<file path="src/rtl/ctd_pkg.sv">
`default_nettype none
package ctd_pkg;

  localparam int unsigned EdgesPerCycle = 8;

  localparam int unsigned ToothW = 8;
  localparam int unsigned StampW = 32;
  localparam int unsigned RpmW   = 16;
  localparam int unsigned AngleW = 7;
  localparam int unsigned RevW   = 16;
  localparam int unsigned CamCntW = 8;
  localparam int unsigned CrankRpmW = 12;
  localparam int unsigned LevelW = 2;
  localparam int unsigned CfgIdxW = 2;
  localparam int unsigned CfgDataW = 12;

  localparam logic [StampW-1:0]    StartWindow = StampW'(1500);
  localparam logic [RpmW-1:0]      LiteRpm     = RpmW'(1400);
  localparam logic [ToothW-1:0]    NoSyncTooth = ToothW'(99);
  localparam logic [CrankRpmW:0]   LockMargin  = (CrankRpmW + 1)'(30);
  localparam logic [ToothW-1:0]    SyncTooth   = ToothW'(6);
  localparam logic [ToothW-1:0]    WrapTooth   = ToothW'(EdgesPerCycle + 1);
  localparam logic [ToothW-1:0]    FirstTooth  = ToothW'(1);
  localparam logic [AngleW-1:0]    AngleStart  = AngleW'(90);
  localparam logic [AngleW-1:0]    AngleShort  = AngleW'(70);
  localparam logic [AngleW-1:0]    AngleLong   = AngleW'(110);
  localparam logic [CamCntW-1:0]   CamSyncCnt  = CamCntW'(2);
  localparam logic [RevW-1:0]      RevMax      = '1;

  localparam logic [LevelW-1:0]    LevelReset    = LevelW'(1);
  localparam logic [CrankRpmW-1:0] CrankRpmReset = CrankRpmW'(400);

  typedef enum logic [LevelW-1:0] {
    FILT_OFF        = 2'd0,
    FILT_LITE       = 2'd1,
    FILT_MEDIUM     = 2'd2,
    FILT_AGGRESSIVE = 2'd3
  } filt_level_e;

  typedef enum logic [CfgIdxW-1:0] {
    CFG_FILTER_LEVEL = 2'd0,
    CFG_RESYNC_EN    = 2'd1,
    CFG_LOCK_EN      = 2'd2,
    CFG_CRANK_RPM    = 2'd3
  } cfg_idx_e;

  typedef enum logic {
    OP_CRANK = 1'b0,
    OP_CAM   = 1'b1
  } op_e;

  typedef struct packed {
    logic              operation;
    logic [StampW-1:0] timestamp_us;
    logic [RpmW-1:0]   engine_rpm;
    logic              engine_cranking;
  } evt_t;

  typedef struct packed {
    logic              valid_trigger;
    logic [ToothW-1:0] tooth_number;
    logic              in_sync;
    logic [AngleW-1:0] tooth_angle;
    logic [StampW-1:0] filter_time_us;
    logic              new_revolution;
    logic              end_coil_1_3;
    logic              end_coil_2_4;
    logic [RevW-1:0]   revolution_count;
    logic [StampW-1:0] vvt_time_us;
  } res_t;

endpackage
`default_nettype wire

</file>
<file path="src/rtl/ctd_intf.sv">
`default_nettype none
interface ctd_evt_if;
  logic                       valid;
  logic                       ready;
  logic                       operation;
  logic [ctd_pkg::StampW-1:0] timestamp_us;
  logic [ctd_pkg::RpmW-1:0]   engine_rpm;
  logic                       engine_cranking;

  modport source (output valid, operation, timestamp_us, engine_rpm, engine_cranking,
                  input ready);
  modport sink   (input valid, operation, timestamp_us, engine_rpm, engine_cranking,
                  output ready);
endinterface

interface ctd_res_if;
  logic                       valid;
  logic                       ready;
  logic                       valid_trigger;
  logic [ctd_pkg::ToothW-1:0] tooth_number;
  logic                       in_sync;
  logic [ctd_pkg::AngleW-1:0] tooth_angle;
  logic [ctd_pkg::StampW-1:0] filter_time_us;
  logic                       new_revolution;
  logic                       end_coil_1_3;
  logic                       end_coil_2_4;
  logic [ctd_pkg::RevW-1:0]   revolution_count;
  logic [ctd_pkg::StampW-1:0] vvt_time_us;

  modport source (output valid, valid_trigger, tooth_number, in_sync, tooth_angle,
                  filter_time_us, new_revolution, end_coil_1_3, end_coil_2_4,
                  revolution_count, vvt_time_us,
                  input ready);
  modport sink   (input valid, valid_trigger, tooth_number, in_sync, tooth_angle,
                  filter_time_us, new_revolution, end_coil_1_3, end_coil_2_4,
                  revolution_count, vvt_time_us,
                  output ready);
endinterface
`default_nettype wire

</file>
<file path="src/rtl/ctd_in_stage.sv">
`default_nettype none
module ctd_in_stage (
  input  wire logic          clk_i,
  input  wire logic          rst_ni,
  ctd_evt_if.sink            evt_i,
  input  wire logic          take_i,
  output logic               valid_o,
  output ctd_pkg::evt_t      evt_o
);

  logic          valid_q, valid_d;
  ctd_pkg::evt_t evt_q;
  logic          load;

  // stage frees up in the same cycle its beat moves on
  assign evt_i.ready = !valid_q || take_i;
  assign load        = evt_i.valid && evt_i.ready;

  always_comb begin
    valid_d = valid_q;
    if (load) begin
      valid_d = 1'b1;
    end else if (take_i) begin
      valid_d = 1'b0;
    end
  end

  always_ff @(posedge clk_i or negedge rst_ni) begin
    if (!rst_ni) begin
      valid_q <= 1'b0;
    end else begin
      valid_q <= valid_d;
    end
  end

  always_ff @(posedge clk_i) begin
    if (load) begin
      evt_q.operation       <= evt_i.operation;
      evt_q.timestamp_us    <= evt_i.timestamp_us;
      evt_q.engine_rpm      <= evt_i.engine_rpm;
      evt_q.engine_cranking <= evt_i.engine_cranking;
    end
  end

  assign valid_o = valid_q;
  assign evt_o   = evt_q;

endmodule
`default_nettype wire

</file>
<file path="src/rtl/ctd_core.sv">
`default_nettype none
module ctd_core (
  input  wire logic                            clk_i,
  input  wire logic                            rst_ni,
  input  wire logic                            cfg_we_i,
  input  wire logic [ctd_pkg::CfgIdxW-1:0]     cfg_index_i,
  input  wire logic [ctd_pkg::CfgDataW-1:0]    cfg_wdata_i,
  input  wire logic                            fire_i,
  input  wire ctd_pkg::evt_t                   evt_i,
  output ctd_pkg::res_t                        res_o
);

  // configuration
  ctd_pkg::filt_level_e              level_q;
  logic                              resync_en_q;
  logic                              lock_en_q;
  logic [ctd_pkg::CrankRpmW-1:0]     crank_rpm_q;

  // decoder state
  logic [ctd_pkg::ToothW-1:0]  tooth_q, tooth_d;
  logic                        sync_q, sync_d;
  logic [ctd_pkg::CamCntW-1:0] cam_cnt_q, cam_cnt_d;
  logic [ctd_pkg::StampW-1:0]  last_stamp_q, last_stamp_d;
  logic [ctd_pkg::RevW-1:0]    revs_q, revs_d;
  logic [ctd_pkg::StampW-1:0]  window_q, window_d;
  logic [ctd_pkg::AngleW-1:0]  angle_q, angle_d;
  logic [ctd_pkg::StampW-1:0]  cam_delay_q, cam_delay_d;

  logic [ctd_pkg::StampW-1:0]  gap;
  logic                        pass;
  logic [ctd_pkg::ToothW-1:0]  tooth_inc;
  logic [ctd_pkg::ToothW-1:0]  tooth_pass;
  logic                        odd;
  logic                        lite;
  logic [ctd_pkg::StampW-1:0]  gap_x3, gap_x5, gap_x9, gap_x11;
  logic [ctd_pkg::StampW-1:0]  win_calc;
  logic [ctd_pkg::CrankRpmW:0] lock_rpm;
  logic                        lock_on;
  logic                        valid_trig, new_rev, coil13, coil24;

  always_ff @(posedge clk_i or negedge rst_ni) begin
    if (!rst_ni) begin
      level_q     <= ctd_pkg::filt_level_e'(ctd_pkg::LevelReset);
      resync_en_q <= 1'b0;
      lock_en_q   <= 1'b0;
      crank_rpm_q <= ctd_pkg::CrankRpmReset;
    end else if (cfg_we_i) begin
      case (ctd_pkg::cfg_idx_e'(cfg_index_i))
        ctd_pkg::CFG_FILTER_LEVEL:
          level_q <= ctd_pkg::filt_level_e'(cfg_wdata_i[ctd_pkg::LevelW-1:0]);
        ctd_pkg::CFG_RESYNC_EN:    resync_en_q <= cfg_wdata_i[0];
        ctd_pkg::CFG_LOCK_EN:      lock_en_q   <= cfg_wdata_i[0];
        ctd_pkg::CFG_CRANK_RPM:    crank_rpm_q <= cfg_wdata_i;
        default: ;
      endcase
    end
  end

  assign gap       = evt_i.timestamp_us - last_stamp_q;
  assign pass      = (gap >= window_q) || (revs_q == '0);
  assign tooth_inc = tooth_q + ctd_pkg::ToothW'(1);

  // tooth count after a passing crank edge
  assign tooth_pass = (tooth_inc == ctd_pkg::WrapTooth) ? ctd_pkg::FirstTooth :
                      (((!sync_q || resync_en_q) && cam_cnt_q == ctd_pkg::CamSyncCnt) ?
                       ctd_pkg::SyncTooth : tooth_inc);

  // constant multiplies as shift-add, wrapping at 32 bits
  assign gap_x3  = (gap << 1) + gap;
  assign gap_x5  = (gap << 2) + gap;
  assign gap_x9  = (gap << 3) + gap;
  assign gap_x11 = (gap << 3) + (gap << 1) + gap;

  assign odd  = tooth_pass[0];
  assign lite = (level_q == ctd_pkg::FILT_LITE) || (evt_i.engine_rpm < ctd_pkg::LiteRpm);

  always_comb begin
    if (lite) begin
      win_calc = odd ? gap : (gap_x3 >> 3);
    end else begin
      case (level_q)
        ctd_pkg::FILT_MEDIUM:     win_calc = odd ? (gap_x5 >> 2) : (gap >> 1);
        ctd_pkg::FILT_AGGRESSIVE: win_calc = odd ? (gap_x11 >> 3) : (gap_x9 >> 5);
        default:                  win_calc = '0;
      endcase
    end
  end

  assign lock_rpm = {1'b0, crank_rpm_q} + ctd_pkg::LockMargin;
  assign lock_on  = lock_en_q && ({{(ctd_pkg::RpmW - ctd_pkg::CrankRpmW - 1){1'b0}}, lock_rpm}
                    > evt_i.engine_rpm);

  always_comb begin
    tooth_d      = tooth_q;
    sync_d       = sync_q;
    cam_cnt_d    = cam_cnt_q;
    last_stamp_d = last_stamp_q;
    revs_d       = revs_q;
    window_d     = window_q;
    angle_d      = angle_q;
    cam_delay_d  = cam_delay_q;
    valid_trig   = 1'b0;
    new_rev      = 1'b0;
    coil13       = 1'b0;
    coil24       = 1'b0;
    if (evt_i.operation == ctd_pkg::OP_CRANK) begin
      if (pass) begin
        valid_trig = 1'b1;
        tooth_d    = tooth_inc;
        if (tooth_inc == ctd_pkg::WrapTooth) begin
          tooth_d = ctd_pkg::FirstTooth;
          new_rev = 1'b1;
          if (revs_q != ctd_pkg::RevMax) begin
            revs_d = revs_q + ctd_pkg::RevW'(1);
          end
        end else if ((!sync_q || resync_en_q) && cam_cnt_q == ctd_pkg::CamSyncCnt) begin
          tooth_d = ctd_pkg::SyncTooth;
          sync_d  = 1'b1;
        end
        if (sync_d) begin
          angle_d  = odd ? ctd_pkg::AngleShort : ctd_pkg::AngleLong;
          window_d = win_calc;
        end
        last_stamp_d = evt_i.timestamp_us;
        if (lock_on) begin
          if (tooth_d == ctd_pkg::ToothW'(1) || tooth_d == ctd_pkg::ToothW'(5)) begin
            coil13 = 1'b1;
          end else if (tooth_d == ctd_pkg::ToothW'(3) || tooth_d == ctd_pkg::ToothW'(7)) begin
            coil24 = 1'b1;
          end
        end
        cam_cnt_d = '0;
      end
    end else begin
      if (evt_i.engine_cranking || !sync_q) begin
        window_d = ctd_pkg::StartWindow;
      end
      cam_cnt_d = cam_cnt_q + ctd_pkg::CamCntW'(1);
      if (tooth_q == ctd_pkg::FirstTooth && evt_i.timestamp_us > last_stamp_q) begin
        cam_delay_d = evt_i.timestamp_us - last_stamp_q;
      end
    end
  end

  always_ff @(posedge clk_i or negedge rst_ni) begin
    if (!rst_ni) begin
      tooth_q      <= ctd_pkg::NoSyncTooth;
      sync_q       <= 1'b0;
      cam_cnt_q    <= '0;
      last_stamp_q <= '0;
      revs_q       <= '0;
      window_q     <= ctd_pkg::StartWindow;
      angle_q      <= ctd_pkg::AngleStart;
      cam_delay_q  <= '0;
    end else if (fire_i) begin
      tooth_q      <= tooth_d;
      sync_q       <= sync_d;
      cam_cnt_q    <= cam_cnt_d;
      last_stamp_q <= last_stamp_d;
      revs_q       <= revs_d;
      window_q     <= window_d;
      angle_q      <= angle_d;
      cam_delay_q  <= cam_delay_d;
    end
  end

  always_comb begin
    res_o.valid_trigger    = valid_trig;
    res_o.tooth_number     = tooth_d;
    res_o.in_sync          = sync_d;
    res_o.tooth_angle      = angle_d;
    res_o.filter_time_us   = window_d;
    res_o.new_revolution   = new_rev;
    res_o.end_coil_1_3     = coil13;
    res_o.end_coil_2_4     = coil24;
    res_o.revolution_count = revs_d;
    res_o.vvt_time_us      = cam_delay_d;
  end

endmodule
`default_nettype wire

</file>
<file path="src/rtl/ctd_out_stage.sv">
`default_nettype none
module ctd_out_stage (
  input  wire logic          clk_i,
  input  wire logic          rst_ni,
  input  wire logic          valid_i,
  input  wire ctd_pkg::res_t res_i,
  output logic               take_o,
  ctd_res_if.source          res_o
);

  logic          valid_q, valid_d;
  ctd_pkg::res_t res_q;

  // result register is free when empty or when its beat leaves now
  assign take_o  = valid_i && (!valid_q || res_o.ready);
  assign valid_d = take_o || (valid_q && !res_o.ready);

  always_ff @(posedge clk_i or negedge rst_ni) begin
    if (!rst_ni) begin
      valid_q <= 1'b0;
    end else begin
      valid_q <= valid_d;
    end
  end

  always_ff @(posedge clk_i) begin
    if (take_o) begin
      res_q <= res_i;
    end
  end

  assign res_o.valid            = valid_q;
  assign res_o.valid_trigger    = res_q.valid_trigger;
  assign res_o.tooth_number     = res_q.tooth_number;
  assign res_o.in_sync          = res_q.in_sync;
  assign res_o.tooth_angle      = res_q.tooth_angle;
  assign res_o.filter_time_us   = res_q.filter_time_us;
  assign res_o.new_revolution   = res_q.new_revolution;
  assign res_o.end_coil_1_3     = res_q.end_coil_1_3;
  assign res_o.end_coil_2_4     = res_q.end_coil_2_4;
  assign res_o.revolution_count = res_q.revolution_count;
  assign res_o.vvt_time_us      = res_q.vvt_time_us;

endmodule
`default_nettype wire

</file>
<file path="src/rtl/cam_crank_tooth_decoder_unit.sv">
// An accepted edge beat passes the input register, then is decoded into the
// result register that drives its result beat.
// Throughput: one edge per cycle unless results stall; the decoder state is
// updated once per edge, so the next edge sees it on the following cycle.
// Reset (rst_ni, async, active low): tooth 99, no sync, window 1500 us,
// angle 90, counters and stamps zero, registers at their defaults.
`default_nettype none
module cam_crank_tooth_decoder_unit (
  input  wire logic                         clk_i,
  input  wire logic                         rst_ni,
  input  wire logic                         cfg_we_i,
  input  wire logic [ctd_pkg::CfgIdxW-1:0]  cfg_index_i,
  input  wire logic [ctd_pkg::CfgDataW-1:0] cfg_wdata_i,
  ctd_evt_if.sink                           evt_i,
  ctd_res_if.source                         res_o
);

  logic          in_valid;
  ctd_pkg::evt_t in_evt;
  logic          take;
  ctd_pkg::res_t res;

  ctd_in_stage u_in (
    .clk_i   (clk_i),
    .rst_ni  (rst_ni),
    .evt_i   (evt_i),
    .take_i  (take),
    .valid_o (in_valid),
    .evt_o   (in_evt)
  );

  ctd_core u_core (
    .clk_i       (clk_i),
    .rst_ni      (rst_ni),
    .cfg_we_i    (cfg_we_i),
    .cfg_index_i (cfg_index_i),
    .cfg_wdata_i (cfg_wdata_i),
    .fire_i      (take),
    .evt_i       (in_evt),
    .res_o       (res)
  );

  ctd_out_stage u_out (
    .clk_i   (clk_i),
    .rst_ni  (rst_ni),
    .valid_i (in_valid),
    .res_i   (res),
    .take_o  (take),
    .res_o   (res_o)
  );

endmodule
`default_nettype wire

</file>
<file path="src/flat_wrapper.sv">
// flat-port wrapper written by rule: the top's interface ports become plain ports
module cam_crank_tooth_decoder_unit_flat 
  (clk_i, rst_ni, cfg_we_i, cfg_index_i, cfg_wdata_i, evt_i_valid, evt_i_operation, evt_i_timestamp_us, evt_i_engine_rpm, evt_i_engine_cranking, evt_i_ready, res_o_valid, res_o_valid_trigger, res_o_tooth_number, res_o_in_sync, res_o_tooth_angle, res_o_filter_time_us, res_o_new_revolution, res_o_end_coil_1_3, res_o_end_coil_2_4, res_o_revolution_count, res_o_vvt_time_us, res_o_ready);
  ctd_evt_if evt_i_i ();
  ctd_res_if res_o_i ();
  input  wire logic clk_i;
  input  wire logic rst_ni;
  input  wire logic cfg_we_i;
  input  wire logic [ctd_pkg::CfgIdxW-1:0] cfg_index_i;
  input  wire logic [ctd_pkg::CfgDataW-1:0] cfg_wdata_i;
  input wire logic [$bits(evt_i_i.valid)-1:0] evt_i_valid;
  input wire logic [$bits(evt_i_i.operation)-1:0] evt_i_operation;
  input wire logic [$bits(evt_i_i.timestamp_us)-1:0] evt_i_timestamp_us;
  input wire logic [$bits(evt_i_i.engine_rpm)-1:0] evt_i_engine_rpm;
  input wire logic [$bits(evt_i_i.engine_cranking)-1:0] evt_i_engine_cranking;
  output wire logic [$bits(evt_i_i.ready)-1:0] evt_i_ready;
  output wire logic [$bits(res_o_i.valid)-1:0] res_o_valid;
  output wire logic [$bits(res_o_i.valid_trigger)-1:0] res_o_valid_trigger;
  output wire logic [$bits(res_o_i.tooth_number)-1:0] res_o_tooth_number;
  output wire logic [$bits(res_o_i.in_sync)-1:0] res_o_in_sync;
  output wire logic [$bits(res_o_i.tooth_angle)-1:0] res_o_tooth_angle;
  output wire logic [$bits(res_o_i.filter_time_us)-1:0] res_o_filter_time_us;
  output wire logic [$bits(res_o_i.new_revolution)-1:0] res_o_new_revolution;
  output wire logic [$bits(res_o_i.end_coil_1_3)-1:0] res_o_end_coil_1_3;
  output wire logic [$bits(res_o_i.end_coil_2_4)-1:0] res_o_end_coil_2_4;
  output wire logic [$bits(res_o_i.revolution_count)-1:0] res_o_revolution_count;
  output wire logic [$bits(res_o_i.vvt_time_us)-1:0] res_o_vvt_time_us;
  input wire logic [$bits(res_o_i.ready)-1:0] res_o_ready;
  assign evt_i_i.valid = evt_i_valid;
  assign evt_i_i.operation = evt_i_operation;
  assign evt_i_i.timestamp_us = evt_i_timestamp_us;
  assign evt_i_i.engine_rpm = evt_i_engine_rpm;
  assign evt_i_i.engine_cranking = evt_i_engine_cranking;
  assign evt_i_ready = evt_i_i.ready;
  assign res_o_valid = res_o_i.valid;
  assign res_o_valid_trigger = res_o_i.valid_trigger;
  assign res_o_tooth_number = res_o_i.tooth_number;
  assign res_o_in_sync = res_o_i.in_sync;
  assign res_o_tooth_angle = res_o_i.tooth_angle;
  assign res_o_filter_time_us = res_o_i.filter_time_us;
  assign res_o_new_revolution = res_o_i.new_revolution;
  assign res_o_end_coil_1_3 = res_o_i.end_coil_1_3;
  assign res_o_end_coil_2_4 = res_o_i.end_coil_2_4;
  assign res_o_revolution_count = res_o_i.revolution_count;
  assign res_o_vvt_time_us = res_o_i.vvt_time_us;
  assign res_o_i.ready = res_o_ready;
  cam_crank_tooth_decoder_unit u_core (.clk_i(clk_i), .rst_ni(rst_ni), .cfg_we_i(cfg_we_i), .cfg_index_i(cfg_index_i), .cfg_wdata_i(cfg_wdata_i), .evt_i(evt_i_i), .res_o(res_o_i));
endmodule
</file>
<file path="config.mk">
export PLATFORM = sky130hd
export DESIGN_NAME = cam_crank_tooth_decoder_unit_flat
export DESIGN_NICKNAME = d
export VERILOG_FILES = /design/src/rtl/ctd_pkg.sv /design/src/rtl/ctd_intf.sv /design/src/rtl/ctd_in_stage.sv /design/src/rtl/ctd_core.sv /design/src/rtl/ctd_out_stage.sv /design/src/rtl/cam_crank_tooth_decoder_unit.sv /design/src/flat_wrapper.sv
export SDC_FILE = /design/constraint.sdc
export NUM_CORES = 1
export LEC_CHECK = 0
export BUFFER_PORTS_ARGS = -buffer_cell sky130_fd_sc_hd__buf_2
export CAP_MARGIN = 20
export CELL_PAD_IN_SITES_DETAIL_PLACEMENT = 0
export CELL_PAD_IN_SITES_GLOBAL_PLACEMENT = 1
export CORE_ASPECT_RATIO = 2
export CORE_MARGIN = 4
export CORE_UTILIZATION = 45
export CTS_BUF_LIST = sky130_fd_sc_hd__clkbuf_2 sky130_fd_sc_hd__clkbuf_4 sky130_fd_sc_hd__clkbuf_8
export DETAILED_ROUTE_END_ITERATION = 10
export PLACE_DENSITY_LB_ADDON = 0.15
export SLEW_MARGIN = 20
export SYNTH_ARGS = -nofsm -noshare
export SYNTH_HDL_FRONTEND = slang
export SYNTH_HIERARCHICAL = 1
export SYNTH_SLANG_ARGS = --single-unit
</file>
<file path="constraint.sdc">
create_clock -name clk_i -period 6.9 [get_ports clk_i]
set_input_delay 0.69 -clock clk_i [delete_from_list [all_inputs] [get_ports clk_i]]
set_output_delay 0.69 -clock clk_i [all_outputs]
set_load 0.05 [all_outputs]
</file>
# After elaboration in Yosys (flattened, before gate mapping)
# Cells that the tools add are included.
# W data, S select, Z words.
# op_classes
n_lt_le_gt_ge,4
n_eq_ne,14
n_reduce_logical,32
bitwise,3
add_sub_neg,10
n_mux,39
# op_table
operator,n
$mux W32,8
$add A32 B32 Y32,5
$mux W16,4
$mux W8,8
$pmux W31 S2,1
$ge A32 B32 Y1,1
$gt A32 B32 Y1,1
$sub A32 B32 Y32,1
$mux W31,1
$mux W29,1
$mux W7,3
$add A16 B1 Y16 const B,1
$add A8 B1 Y8 const B,2
$eq A8 B1 Y1 const B,2
$eq A8 B2 Y1 const B,2
$eq A8 B3 Y1 const B,2
$gt A13 B16 Y1,1
$logic_not A16 Y1,1
$lt A16 B11 Y1 const B,1
$ne A16 B16 Y1 const B,1
$add A12 B5 Y13 const B,1
$mux W1,12
$reduce_and A2 Y1,5
$logic_or A1 B1 Y1,9
13 further kinds,28
# totals
input_bits,69
out_inout_bits,102
reg_bits,304
wordCells,130

# Longest topological paths before layout
# depth
ltp_word,11
depth_mapped,30
ltp_nobuf,28

# Cells and area by module
# Netlist, hierarchy kept.
# by_module_without_submodules
module,cells_per_inst,area_per_inst_um2,instances
ctd_core,2611,19717.7,1
ctd_out_stage,104,3046.7,1
ctd_in_stage,54,1555.2,1

# Worst setup path after synthesis
# OpenSTA, ideal clock, no wires.
# synth_timing
path_kind,reg2reg
startpoint,"reg u_core.u_in.evt_q, in the netlist u_core/u_in/evt_o[17]"
endpoint,"reg u_core.u_out.res_q, in the netlist u_core/u_out/res_o.filter_time_us[25] (data pin)"
arrival_ns,5.987
setup_slack_ns,0.652
t_required_ns,6.639
path_stages_with_launch,28
period_less_slack_ns,6.248
setup_ns,0.261
n_path_buf,2
path_cell_list,edfxtp_1 > inv_1 > ha_1 > inv_1 > fa_1 > a211oi_4 > o211ai_4 > and2_1 > o41ai_2 > nor2_1 > clkbuf_1 > clkbuf_1 > ha_1 > or2_2 > ha_1 > a21oi_1 > o21ai_0 > a21oi_1 > nor2b_1 > o21ai_0 > a2111oi_0 > nor2_1 > xor2_1 > a221o_1 > or3_1 > nor4b_1 > a211o_1 > o21ai_0
# synth_lines
item,line,rtl
from (decl),ctd_in_stage.sv:12,ctd_pkg::evt_t evt_q;
to (signal assigned),ctd_out_stage.sv:28,res_q <= res_i;
to (decl),ctd_out_stage.sv:12,ctd_pkg::res_t res_q;

==> impl_results.md <==
- Status: complete, no violations
- Crit path top cell by count: ha_1
- Worst hold slack: 239 ps
- Worst reg2reg endpoint: u_core/u_out/res_o.filter_time_us[25]$_DFFE_PP_
- Adder-Cell Fraction of Synth Area: 10.2%
- Largest family of logic cells by synthesized area: compound AO/OA/AOI/OAI gates
- Post-DP Area: 26500 sq um
- Die width: 172 um
- Reg clk slew, reported paths: 70 ps
- Synth top area cells: edfxtp_1 19%, dfrtp_1 14%, ha_1 8.6%
- EDFF count, synth: 150
- Initial Util: 45.4%
- Placed Cells: 3604
- Initial antenna violation count: 2
- TritonCTS Buffers: 46
- Initial drt markers: 1548
- First-pass GRT wire length: 135 mm
- Finish-stage setup viols: 0
- Syn_area_per_cell: 8.78 sq um
- Area of the multi-input gates: 14800 sq um
- Part of the cycle the worst path needs: 95.9%
- WP data arrival: 7000 ps
- GR Overflow Total: 0
- Dpl hpwl: 71.1 mm
- Top-count cell post-synth: nand2_1
- Post-Layout Cell Count: 3692
- Worst endpoint required time: 7280 ps
- Worst setup SP type: flop
- Register area: 8380 sq um
- Slew HR: 32.7%
- Yosys top cell area share: 18.5%
- Filler Cell Count: 5150
- Vias/cell: 6.12
- Synthesized area: 24300 sq um
- Worst-path fanout max: 7
- Post-synth top flop: edfxtp_1
- Worst Skew: 36.8 ps
- Least-Margin Pin Slew: 1010 ps
- Final nets: 3232
- Crit-path max cell delay: 460 ps
- Fmax: 151 MHz
- CP max stage cell: fa_1
- Layout area overhead: 13.2%
- CORE AREA: 53600 sq um
- Maxcap violations: 0
- Routed WL per cell: 24.2 um
- Post-route ant nets: 0
- Complex-gate fraction of the synthesized area: 22.6%
- Via Count: 22600
- Clk Latency, worst-skew pair: 630 ps
- Root Driver: clkbuf_8
- Number of H-tree levels: 2
- Simple-Gate Fraction of Synth Area: 17.2%
- R2R Path Start: u_core/u_in/evt_o[17]$_DFFE_PP_
- RSZ-0062 raised after global routing: yes
- Cell taking the most area after synthesis: edfxtp_1
- Critical Path Sink Type: flop
- Worst min-delay path class: in -> reg
- Commonest cells in the netlist: 295 x nand2_1, 235 x o21ai_0, 223 x nor2_1
- Final wirelength: 89.4 mm
- Die Footprint: 58100 sq um
- Num rows: 120
- Mux cell area share after synthesis: 4.13%
- Synthesized flop and latch total: 304
- Kind of critical path: reg -> reg
- Hold-critical path depth: 1
- Unique masters post-synth: 114
- Length in cells of the worst reg-to-reg path: 27
- Cells after Synth: 2769
- Ratio of cells with drive above 1 in the final layout: 18.5%
- Min Tclk post-route: 6620 ps
- Die Ht: 337 um
- # DRC: 0
- Clk buf depth: 3
- Post-synthesis sequential area ratio: 34.5%
- TritonCTS clock tree: built
- Clk sinks: 304
- Final Hold Fails: 0
- Pin count of the biggest net entering global routing: 74
- # IOs: 171
- Synthesized net count: 3019
- First drt pass iteration count: 6
- Port buffer count: 170
- Yosys Warn Count: 6
- Hold path startpoint: evt_i_timestamp_us[21]
- Worst Hold End: u_core/u_in/evt_o[38]$_DFFE_PP_
- Pins over their slew limit: 0
- Synth Area in XOR/XNOR: 6.19%
- Reg-to-reg slack, setup: 280 ps
- Overall Global Routing Usage: 30.3%
- Ys async rst share: 50.7%
- # Post-CTS Setup Buffers: 0
- Finished Cell Area: 27500 sq um
- Final Wtd Congestion: 1.00
- Vias in the first global route: 22700
==> cell type report <==
type / instances / area share [%]
flip-flops and latches: 304 / 30.5
diodes: 2 / 0.0182
repair buffers: 308 / 7.02
clock buffers: 63 / 2.90
multi-input cells: 2153 / 53.7
well taps: 671 / 3.05
inverters: 169 / 2.31
clock inverters: 22 / 0.514
==> worst max-delay path, delay by kind of cell (launching register included) <==
family / cells / cell delay, ps
DFF: 1 / 360
AOI/OAI and AO/OA: 9 / 2150
muxes: 2 / 620
xor gates and xnor gates: 1 / 150
and+or+nand+nor: 7 / 1450
buffers and inverters: 4 / 510
adders and majority gates: 4 / 1150
==> worst max path at each step <==
stage	start	to	slack, ps	depth (start not counted)
floorplan	u_core/u_in/evt_o[17]$_DFFE_PP_	u_core/u_out/res_o.filter_time_us[25]$_DFFE_PP_	650	27
global placement	u_core/u_in/evt_o[17]$_DFFE_PP_	u_core/u_out/res_o.filter_time_us[25]$_DFFE_PP_	160	28
detailed placement	u_core/u_in/evt_o[17]$_DFFE_PP_	u_core/u_out/res_o.filter_time_us[25]$_DFFE_PP_	220	27
CTS	u_core/u_in/evt_o[17]$_DFFE_PP_	u_core/u_out/res_o.filter_time_us[25]$_DFFE_PP_	200	27
global route	u_core/u_in/evt_o[25]$_DFFE_PP_	u_core/u_out/res_o.filter_time_us[25]$_DFFE_PP_	-90	26
finish	u_core/u_in/evt_o[17]$_DFFE_PP_	u_core/u_out/res_o.filter_time_us[25]$_DFFE_PP_	280	27
==> logic make-up after synthesis <==
| family | count (synthesis) |
|---|---|
| buffers and inverters | 312 |
| and+or+nand+nor | 880 |
| adders and majority gates | 192 |
| xor gates and xnor gates | 169 |
| AOI/OAI and AO/OA | 830 |
| DFF | 304 |
| muxes | 82 |
==> routing by layer <==
| layer | vias up | part of all wire, % | wire length (um) | global-route usage (%) |
|---|---|---|---|---|
| li1 | 10600 | - | - | - |
| met1 | 10900 | 36 | 32200 | 33.0 |
| met2 | 874 | 51 | 46000 | 55.2 |
| met3 | 255 | 4.6 | 4090 | 2.75 |
| met4 | 0 | 7.9 | 7090 | 18.9 |
| met5 | - | 0 | 0 | 0 |
==> state kept, by name, indices dropped and copies added (netlist names), 2 cells and up <==
name and cells:
u_core/u_out/res_o.tooth_number 8, u_core/u_out/res_o.revolution_count 16, u_core/u_core/cam_cnt_q 8, u_core/u_out/res_o.vvt_time_us 32
u_core/u_core/angle_q 7, u_core/u_core/revs_q 16, u_core/u_core/last_stamp_q 32, u_core/u_out/res_o.filter_time_us 32
u_core/u_core/level_q 2, u_core/u_core/window_q 32, u_core/u_in/evt_o 50, u_core/u_out/res_o.tooth_angle 7
u_core/u_core/crank_rpm_q 12, u_core/u_core/cam_delay_q 32, u_core/u_core/tooth_q 8
==> metrics by stage <==
| step | setup TNS, ps | utilization, % | worst slack [ps] |
|---|---|---|---|
| after floorplan | 0 | - | 652 |
| after detailed placement | 0 | 49.5 | 224 |
| after global placement | 0 | 49.5 | 158 |
| after CTS | 0 | 51.3 | 195 |
| after global routing | -86.6 | 51.3 | -86.6 |
| final | 0 | 51.3 | 284 |
==> timing repair <==
item,CTS,global route
endpoints found under the setup margin,0,6
resized for setup,0,8
hold endpoints to repair,29,0
hold buffers,1,0
==> cells in the final DEF, fill, tap and decap left out, types with 34 or more instances in the layout <==
master and count:
nand2_1 295, o21ai_0 232, nor2_1 221, buf_2 169, a21oi_1 166, ha_1 166, inv_1 157, edfxtp_1 150
dfrtp_1 135, buf_4 134, xnor2_1 122, nand3_1 82, mux2_2 56, a21o_1 55, clkbuf_8 52, nor3_1 46
xor2_1 43, a31oi_1 41, nand2b_1 38, nand4_1 34
Power is not shown: default switching activity piles up to over one toggle a cycle in this logic, so the estimate is an artifact.
